===== src/rtl/cct_pkg.sv =====
// ----------------------------------------------------------------------------
// cct_pkg
// Types, constants and calendar helpers for the calendar clock tick unit.
// ----------------------------------------------------------------------------
package cct_pkg;

  typedef enum logic [1:0] {
    CMD_TICK = 2'd0,
    CMD_LOAD = 2'd1,
    CMD_READ = 2'd2
  } cmd_t;

  localparam logic [5:0]  SEC_MAX     = 6'd59;
  localparam logic [5:0]  MIN_MAX     = 6'd59;
  localparam logic [4:0]  HOUR_MAX    = 5'd23;
  localparam logic [2:0]  WDAY_MAX    = 3'd6;
  localparam logic [3:0]  MONTH_MAX   = 4'd11;
  localparam logic [3:0]  MONTH_FEB   = 4'd1;
  localparam logic [3:0]  MONTH_MAR   = 4'd2;
  localparam logic [3:0]  SET_MON_MAX = 4'd12;

  // Multiplicative inverse of 25 modulo 2^16 and the divisibility bound.
  localparam logic [15:0] INV25       = 16'd23593;
  localparam logic [15:0] DIV25_LIMIT = 16'd2621;

  typedef struct packed {
    logic [1:0]  cmd;
    logic [15:0] set_year;
    logic [3:0]  set_month;
    logic [4:0]  set_day;
    logic [2:0]  set_weekday;
    logic [4:0]  set_hour;
    logic [5:0]  set_minute;
    logic [5:0]  set_second;
  } in_item_t;

  typedef struct packed {
    logic [15:0] now_year;
    logic [3:0]  now_month;
    logic [4:0]  now_day;
    logic [2:0]  now_weekday;
    logic [8:0]  now_yearday;
    logic [4:0]  now_hour;
    logic [5:0]  now_minute;
    logic [5:0]  now_second;
  } out_item_t;

  // Gregorian leap test. With the year a multiple of 4, a multiple of 100 is
  // a multiple of 25, and a multiple of 400 is also a multiple of 16.
  function automatic logic is_leap(input logic [15:0] y);
    logic [31:0] prod;
    logic        div25;
    prod  = 32'(y) * 32'(INV25);
    div25 = (prod[15:0] <= DIV25_LIMIT);
    return (y[1:0] == 2'b00) && (!div25 || (y[3:0] == 4'b0000));
  endfunction

  // Length of a 0-based month; codes past December take December.
  function automatic logic [4:0] month_days(input logic [3:0] m, input logic leap);
    logic [4:0] d;
    unique case (m)
      4'd1:                   d = leap ? 5'd29 : 5'd28;
      4'd3, 4'd5, 4'd8, 4'd10: d = 5'd30;
      default:                d = 5'd31;
    endcase
    return d;
  endfunction

  // Days in the year before the first of a 0-based month, non-leap year.
  function automatic logic [8:0] days_before(input logic [3:0] m);
    logic [8:0] d;
    unique case (m)
      4'd0:    d = 9'd0;
      4'd1:    d = 9'd31;
      4'd2:    d = 9'd59;
      4'd3:    d = 9'd90;
      4'd4:    d = 9'd120;
      4'd5:    d = 9'd151;
      4'd6:    d = 9'd181;
      4'd7:    d = 9'd212;
      4'd8:    d = 9'd243;
      4'd9:    d = 9'd273;
      4'd10:   d = 9'd304;
      default: d = 9'd334;
    endcase
    return d;
  endfunction

endpackage


===== src/rtl/calendar_clock_tick_unit.sv =====
// ----------------------------------------------------------------------------
// calendar_clock_tick_unit
// Gregorian calendar counter: tick one second, load date and time, or read.
// ----------------------------------------------------------------------------
// Usage:
//   The input channel (in_valid / in_stall / in_data) carries one command per
//   transfer: advance one second, load a new date and time, or read only.
//   Every accepted transfer yields exactly one result on the output channel
//   (out_valid / out_stall / out_data): the calendar as it stands after the
//   command, with month, weekday and day of year counted from 1.
//   The result is registered: a transfer accepted in one cycle is shown in
//   the next. Throughput is one item per cycle when out_stall is low; the
//   whole second-to-year carry chain and the day-of-year lookup for a load
//   fit in one pass between the calendar registers and the result register.
//   While the receiver stalls a pending result, in_stall is raised and the
//   calendar holds; the next transfer is taken in the same cycle the pending
//   result leaves.
//   Reset (rst_n low, synchronous) sets 00:00:00 on day 1 of January, year
//   0, first weekday, and empties the result register.
//   Loaded fields out of range are saturated; a day past the month end is
//   kept and wraps at the next day carry. The year wraps at 65535.
// ----------------------------------------------------------------------------
module calendar_clock_tick_unit (
  input  logic              clk,
  input  logic              rst_n,
  input  logic              in_valid,
  output logic              in_stall,
  input  cct_pkg::in_item_t in_data,
  output logic              out_valid,
  input  logic              out_stall,
  output cct_pkg::out_item_t out_data
);

  // Calendar state, 0-based where the counters start from zero.
  logic [5:0]  sec_r,   sec_nxt;
  logic [5:0]  min_r,   min_nxt;
  logic [4:0]  hour_r,  hour_nxt;
  logic [2:0]  wday_r,  wday_nxt;
  logic [4:0]  day_r,   day_nxt;
  logic [3:0]  month_r, month_nxt;
  logic [15:0] year_r,  year_nxt;
  logic [8:0]  yday_r,  yday_nxt;

  logic               out_valid_r;
  cct_pkg::out_item_t out_data_r, out_data_nxt;

  logic accept;

  // Tick path signals.
  logic       cur_leap;
  logic [4:0] cur_mdays;
  logic [5:0] day_inc;
  logic       sec_wrap, min_wrap, hour_wrap, day_wrap, month_wrap;

  // Load path signals.
  logic       set_leap;
  logic [3:0] ld_month;
  logic [4:0] ld_day;
  logic [2:0] ld_wday;
  logic [4:0] ld_hour;
  logic [5:0] ld_min;
  logic [5:0] ld_sec;
  logic [8:0] ld_yday;

  // Take a new transfer unless a finished result is still held back.
  assign in_stall = out_valid_r && out_stall;
  assign accept   = in_valid && !in_stall;

  // ---- one-second advance -------------------------------------------------
  assign cur_leap   = cct_pkg::is_leap(year_r);
  assign cur_mdays  = cct_pkg::month_days(month_r, cur_leap);
  // Six bits here: a loaded day 31 must compare past the month end, not wrap.
  assign day_inc    = {1'b0, day_r} + 6'd1;
  assign sec_wrap   = (sec_r >= cct_pkg::SEC_MAX);
  assign min_wrap   = sec_wrap && (min_r >= cct_pkg::MIN_MAX);
  assign hour_wrap  = min_wrap && (hour_r >= cct_pkg::HOUR_MAX);
  assign day_wrap   = hour_wrap && (day_inc > {1'b0, cur_mdays});
  assign month_wrap = day_wrap && (month_r >= cct_pkg::MONTH_MAX);

  // ---- load: saturate each field into range -------------------------------
  assign set_leap = cct_pkg::is_leap(in_data.set_year);

  always_comb begin
    logic [3:0] m1;
    m1 = in_data.set_month;
    if (m1 == 4'd0) begin
      m1 = 4'd1;
    end else if (m1 > cct_pkg::SET_MON_MAX) begin
      m1 = cct_pkg::SET_MON_MAX;
    end
    ld_month = m1 - 4'd1;
    ld_day   = (in_data.set_day == 5'd0) ? 5'd1 : in_data.set_day;
    ld_wday  = (in_data.set_weekday == 3'd0) ? 3'd0 : in_data.set_weekday - 3'd1;
    ld_hour  = (in_data.set_hour > cct_pkg::HOUR_MAX) ? cct_pkg::HOUR_MAX
                                                      : in_data.set_hour;
    ld_min   = (in_data.set_minute > cct_pkg::MIN_MAX) ? cct_pkg::MIN_MAX
                                                       : in_data.set_minute;
    ld_sec   = (in_data.set_second > cct_pkg::SEC_MAX) ? cct_pkg::SEC_MAX
                                                       : in_data.set_second;
    // Day of year: days before the month, leap day from March on, then day.
    ld_yday  = cct_pkg::days_before(ld_month)
             + {8'd0, (set_leap && (ld_month >= cct_pkg::MONTH_MAR))}
             + {4'd0, ld_day} - 9'd1;
  end

  // ---- next calendar state ------------------------------------------------
  always_comb begin
    sec_nxt   = sec_r;
    min_nxt   = min_r;
    hour_nxt  = hour_r;
    wday_nxt  = wday_r;
    day_nxt   = day_r;
    month_nxt = month_r;
    year_nxt  = year_r;
    yday_nxt  = yday_r;
    unique case (in_data.cmd)
      cct_pkg::CMD_TICK: begin
        sec_nxt = sec_wrap ? 6'd0 : sec_r + 6'd1;
        if (sec_wrap) begin
          min_nxt = min_wrap ? 6'd0 : min_r + 6'd1;
        end
        if (min_wrap) begin
          hour_nxt = hour_wrap ? 5'd0 : hour_r + 5'd1;
        end
        if (hour_wrap) begin
          wday_nxt = (wday_r >= cct_pkg::WDAY_MAX) ? 3'd0 : wday_r + 3'd1;
          day_nxt  = day_wrap ? 5'd1 : day_inc[4:0];
          yday_nxt = yday_r + 9'd1;
        end
        if (day_wrap) begin
          month_nxt = month_wrap ? 4'd0 : month_r + 4'd1;
        end
        // Roll the year over and restart the day of year.
        if (month_wrap) begin
          year_nxt = year_r + 16'd1;
          yday_nxt = 9'd0;
        end
      end
      cct_pkg::CMD_LOAD: begin
        sec_nxt   = ld_sec;
        min_nxt   = ld_min;
        hour_nxt  = ld_hour;
        wday_nxt  = ld_wday;
        day_nxt   = ld_day;
        month_nxt = ld_month;
        year_nxt  = in_data.set_year;
        yday_nxt  = ld_yday;
      end
      default: begin
        // Read only, and the unused code: hold the calendar.
      end
    endcase
  end

  // Result is the new state, with the 0-based counters shown from 1.
  always_comb begin
    out_data_nxt.now_year    = year_nxt;
    out_data_nxt.now_month   = month_nxt + 4'd1;
    out_data_nxt.now_day     = day_nxt;
    out_data_nxt.now_weekday = wday_nxt + 3'd1;
    out_data_nxt.now_yearday = yday_nxt + 9'd1;
    out_data_nxt.now_hour    = hour_nxt;
    out_data_nxt.now_minute  = min_nxt;
    out_data_nxt.now_second  = sec_nxt;
  end

  // ---- registers ----------------------------------------------------------
  always_ff @(posedge clk) begin
    if (!rst_n) begin
      sec_r       <= 6'd0;
      min_r       <= 6'd0;
      hour_r      <= 5'd0;
      wday_r      <= 3'd0;
      day_r       <= 5'd1;
      month_r     <= 4'd0;
      year_r      <= 16'd0;
      yday_r      <= 9'd0;
      out_valid_r <= 1'b0;
    end else begin
      if (accept) begin
        sec_r       <= sec_nxt;
        min_r       <= min_nxt;
        hour_r      <= hour_nxt;
        wday_r      <= wday_nxt;
        day_r       <= day_nxt;
        month_r     <= month_nxt;
        year_r      <= year_nxt;
        yday_r      <= yday_nxt;
        out_valid_r <= 1'b1;
      end else if (!out_stall) begin
        // Drop the result once it has been transferred.
        out_valid_r <= 1'b0;
      end
    end
  end

  // Payload register: load on every accepted transfer, hold otherwise.
  always_ff @(posedge clk) begin
    if (accept) begin
      out_data_r <= out_data_nxt;
    end
  end

  assign out_valid = out_valid_r;
  assign out_data  = out_data_r;

endmodule


===== config.mk =====
export PLATFORM = sky130hd
export DESIGN_NAME = calendar_clock_tick_unit
export DESIGN_NICKNAME = d
export VERILOG_FILES = /design/src/rtl/cct_pkg.sv /design/src/rtl/calendar_clock_tick_unit.sv
export SDC_FILE = /design/constraint.sdc
export NUM_CORES = 1
export LEC_CHECK = 0
export ABC_AREA = 0
export BUFFER_PORTS_ARGS = -buffer_cell sky130_fd_sc_hd__clkbuf_2
export CAP_MARGIN = 40
export CORE_MARGIN = 5
export CORE_UTILIZATION = 30
export DETAILED_ROUTE_END_ITERATION = 10
export GPL_ROUTABILITY_DRIVEN = 0
export PLACE_DENSITY = 0.51
export SLEW_MARGIN = 30
export SYNTH_ARGS = -nofsm -noshare
export SYNTH_HDL_FRONTEND = slang
export SYNTH_SLANG_ARGS = --single-unit

===== constraint.sdc =====
create_clock -name clk -period 7.15 [get_ports clk]
set_clock_uncertainty 0.15 [all_clocks]
set_input_delay 0.715 -clock clk [delete_from_list [all_inputs] [get_ports clk]]
set_output_delay 0.715 -clock clk [all_outputs]
set_load 0.02 [all_outputs]

# Word level (Yosys, flattened, before mapping)
# Memories as Yosys holds them, arrays and structs flattened.
# Cells that the tools add are included.
# totals
reg_bits	109
rom_bits	144
input_bits	51
out_inout_bits	56
wordCells	112
mem_count	1
# classes
add_sub_neg	16
multipliers	2
n_lt_le_gt_ge	13
n_eq_ne	7
mux	33
n_reduce_logical	23
# mem_list
name	words	word_bits	read_ports	rd_clocked_by_memory_dff	wr	line_no	text
(name not given)	16	9	1	0	0	cct_pkg.sv:72	unique case (m)
# op_table
cell	n
$le 16x12->1 const B	2
$mul 16x15->16 const B	2
$pmux 16 s2	1
$mux 5	6
$mux 6	5
$pmux 6 s2	2
$pmux 5 s2	2
$add 9x1->9 const B	2
$mux 9	2
$pmux 9 s2	1
$add 16x1->16 const B	1
$mux 16	1
$mux 4	4
$add 6x1->6 const B	2
$ge 6x6->1 const B	2
$gt 6x6->1 const B	2
$logic_not 4->1	3
$add 9x1->9	1
$add 9x5->9	1
$logic_and 1x1->1	9
$mux 3	3
$sub 9x1->9 const B	1
$add 4x1->4 const B	2
$eq 4x4->1 const B	2
other kinds (27)	35

# Logic depth before layout (Yosys ltp)
# logic_depth
word_depth	14
ltp_mapped	31
depth_no_buf	31

# Worst setup path before layout
# Ideal clock, no wire load.
# synth_path
path_kind	input-to-reg
startpoint	input in_data[29] (netlist bit)
endpoint	register out_data_r, in the netlist out_data[22] (data pin)
setup_time_ps	269
arrival_time_ps	6912
required_time_ps	6731
setup_slack_ps	-181
cell_stages	28
n_path_buf	0
cell_sequence	ha_1 ha_1 fa_1 inv_1 fa_1 inv_1 fa_1 ha_1 ha_1 nor2_1 xnor2_1 xnor2_1 xnor2_1 xnor2_1 o2111ai_1 o311ai_0 ha_1 inv_1 ha_1 inv_1 fa_1 xor2_1 a2111oi_0 a32oi_1 o21ai_0 and3_1 nand3_1 xor2_1
# synth_lines
element	line_no	text
start, declared	calendar_clock_tick_unit.sv:28	input cct_pkg::in_item_t in_data,
end signal, assigned	calendar_clock_tick_unit.sv:200	out_data_r <= out_data_nxt;
end, declared	calendar_clock_tick_unit.sv:45	cct_pkg::out_item_t out_data_r, out_data_nxt;

==> flow_summary.json <==
{
  "run_status": "completed",
  "via_per_inst": 5.019,
  "finalWirelength_um": 29200,
  "yosysWarnings": 0,
  "async_reset_ff_share_pct": 0,
  "core_area_um2": 33620,
  "drc": 0,
  "ctsRootBufferMaster": "clkbuf_16",
  "startpoint_type": "primary input",
  "hpwl_um": 22770,
  "drive_above_1_share_pct": 20.44,
  "synth-compound-area-share_pct": 19.92,
  "final_area_um2": 12290,
  "worst_slew_pin_slew_ps": 730.8,
  "syn_area_um2": 10220,
  "ant_nets": 0,
  "synth-edff-count": 54,
  "wl_per_cell_um": 16.55,
  "overflow": 0,
  "fin_crit_ps": 6847,
  "start_util_pct": 30.39,
  "ys_ff_latch": 109,
  "cellPowerDensity_nw_per_um2": 198.3,
  "peakVddDrop_mv": 0.1177,
  "cts.path.max_buffers": 2,
  "synthXorXnorAreaFrac_pct": 4.617,
  "max_slew_margin_pct": 50.95,
  "clock_latency_ps": 370,
  "die_area_um2": 37850,
  "cap_violations": 0,
  "grt_antenna_before_repair": 0,
  "rsz0062_at_grt": "false",
  "synth_top_area_share_pct": 19.72,
  "mostFrequentLayoutCells": "ha_1, inv_1, clkbuf_2",
  "hold_class": "flip-flop to flip-flop",
  "synth_top_family_by_area": "adder cells",
  "final_common_cell": "ha_1",
  "io_pins": 107,
  "drv_slew": 0,
  "htreeDepth": 3,
  "worstSetupPathType": "primary input to flip-flop",
  "ys.flop_type": "dfxtp_1",
  "worst_setup_path_end_kind": "flip-flop",
  "fin_crit_sh_pct": 95.76,
  "whs_ps": 332.2,
  "syn_to_final_growth_pct": 20.33,
  "p_total_w": 0.002439,
  "timing.fmax_mhz": 146.1,
  "drt_first_pass_iters": 5,
  "netlist_instances": 1149,
  "cts-hold-fix-buffers": 0,
  "dr_total_vias": 8854,
  "synthAdderAreaFrac_pct": 26.97,
  "yosysSeqAreaShare_pct": 26.65,
  "grt_pass1_vias": 8691,
  "syn_nets": 1398,
  "grt.total_usage_pct": 15.35,
  "grt_pass1_wl_um": 47280,
  "fin_util_pct": 36.57,
  "setup_violations": 0,
  "slowest_stage": "fa_1",
  "port_buffers": 106,
  "cp.arrival_ps": 6820,
  "rows": 67,
  "die-width_um": 194.5,
  "cts_sinks": 109,
  "path_clk_slew_ps": 80,
  "hold_violations": 0,
  "p_leak_nw": 5.593,
  "n_antenna_cell": 0,
  "cp.required_ps": 7130,
  "slowest_delay_ps": 530,
  "cts_buffers": 9,
  "dpl_cell_area_um2": 11790,
  "fin_cells": 1764,
  "synthSimpleGateAreaFrac_pct": 14.07,
  "fin_nets": 1560,
  "die_h_um": 194.5,
  "yosys-top-cells-area": "ha_1, edfxtp_1, dfxtp_1",
  "synth_cell_type_count": 86,
  "cts_tree": "built",
  "drtIter0Drc": 417,
  "critPathMaxFanout": 4,
  "synth.largest_area_cell": "ha_1",
  "dp.cells": 1744,
  "grt_max_degree": 49,
  "syn_area_per_cell_um2": 8.892,
  "r2r_slack_ps": 340,
  "synth.area.mux_share_pct": 0.1959
}
==> synth_stat cells (13+ instances only) <==
| master | n |
|---|---|
| nand2_1 | 86 |
| inv_1 | 144 |
| nand4_1 | 13 |
| xnor2_1 | 37 |
| edfxtp_1 | 54 |
| nor2_1 | 97 |
| ha_1 | 161 |
| nand3_1 | 29 |
| o21ai_0 | 72 |
| fa_1 | 37 |
| a21oi_1 | 78 |
| dfxtp_1 | 55 |
| nor3_1 | 29 |
| a211oi_1 | 21 |
| xor2_1 | 15 |
| clkbuf_1 | 27 |
==> through the flow <==
stage | TNS, ps | setup slack, ps
2_1_floorplan | 0 | 15.31
3_3_place_gp | -3831 | -516.8
3_5_place_dp | -4468 | -584.5
4_1_cts | 0 | 24.01
5_1_grt | 0 | 3.832
6_report | 0 | 303.1
==> final timing paths <==
path,from,endpoint,cells after the start
max,in_data[32],out_data[22],29
min,min_r[5],min_r[5],2
max reg2reg,year_r[9],out_data[23],26
min reg2reg,min_r[5],min_r[5],2
==> layout make-up <==
| class | instances | area (um^2) |
|---|---|---|
| clock buffers | 10 | 250.2 |
| clock inverters | 6 | 80.08 |
| fillers | 3463 | 21320 |
| inverters | 145 | 546.8 |
| multi-input cells | 851 | 6878 |
| flip-flops and latches | 109 | 2728 |
| well taps | 448 | 560.5 |
| repair buffers | 195 | 1251 |
==> power breakdown <==
part           internal [W]  switching (W)
registers          0.000715      0.0000394
clock network      0.000275       0.000281
logic              0.000516       0.000611
total               0.00151       0.000932
==> flip-flops by register name, indices dropped and copies added (netlist names) <==
name / cells
min_r: 6
out_data: 54
out_valid: 1
sec_r: 6
yday_r: 9
wday_r: 3
year_r: 16
day_r: 5
hour_r: 5
month_r: 4
==> metal layers <==
metal  vias up  global-route usage (%)  wire length [um]  share of wire [%]
li1       4406                       -                 -                  -
met1      4190                   22.09             14400                 49
met2       225                   24.35             13000                 45
met3        33                   2.060              1345                4.6
met4         0                   3.958               454                1.6
met5         -                       0                 0                  0
==> repair_timing <==
| item | CTS | global route |
|---|---|---|
| pin swaps | 6 | 21 |
| gates resized for setup | 10 | 25 |
| setup buffers | 0 | 2 |
| setup endpoints to repair | 10 | 44 |
==> logic make-up (layout without fill, tap and decap cells) <==
logic type	Yosys count	count (layout)
buffers and inverters	189	356
DFF	109	109
muxes	2	2
adders and majority gates	198	198
AOI/OAI and AO/OA	295	295
and+or+nand+nor	303	303
xor gates and xnor gates	53	53
==> worst max-delay path, delay by kind of cell <==
kind            cells  cell delay (ps)
compound gates      5             1010
buf+inv             5              330
xor+xnor            6              920
simple gates        3              420
fa+ha+maj          10             3430
No activity file was read; power rests on OpenSTA's default activity.
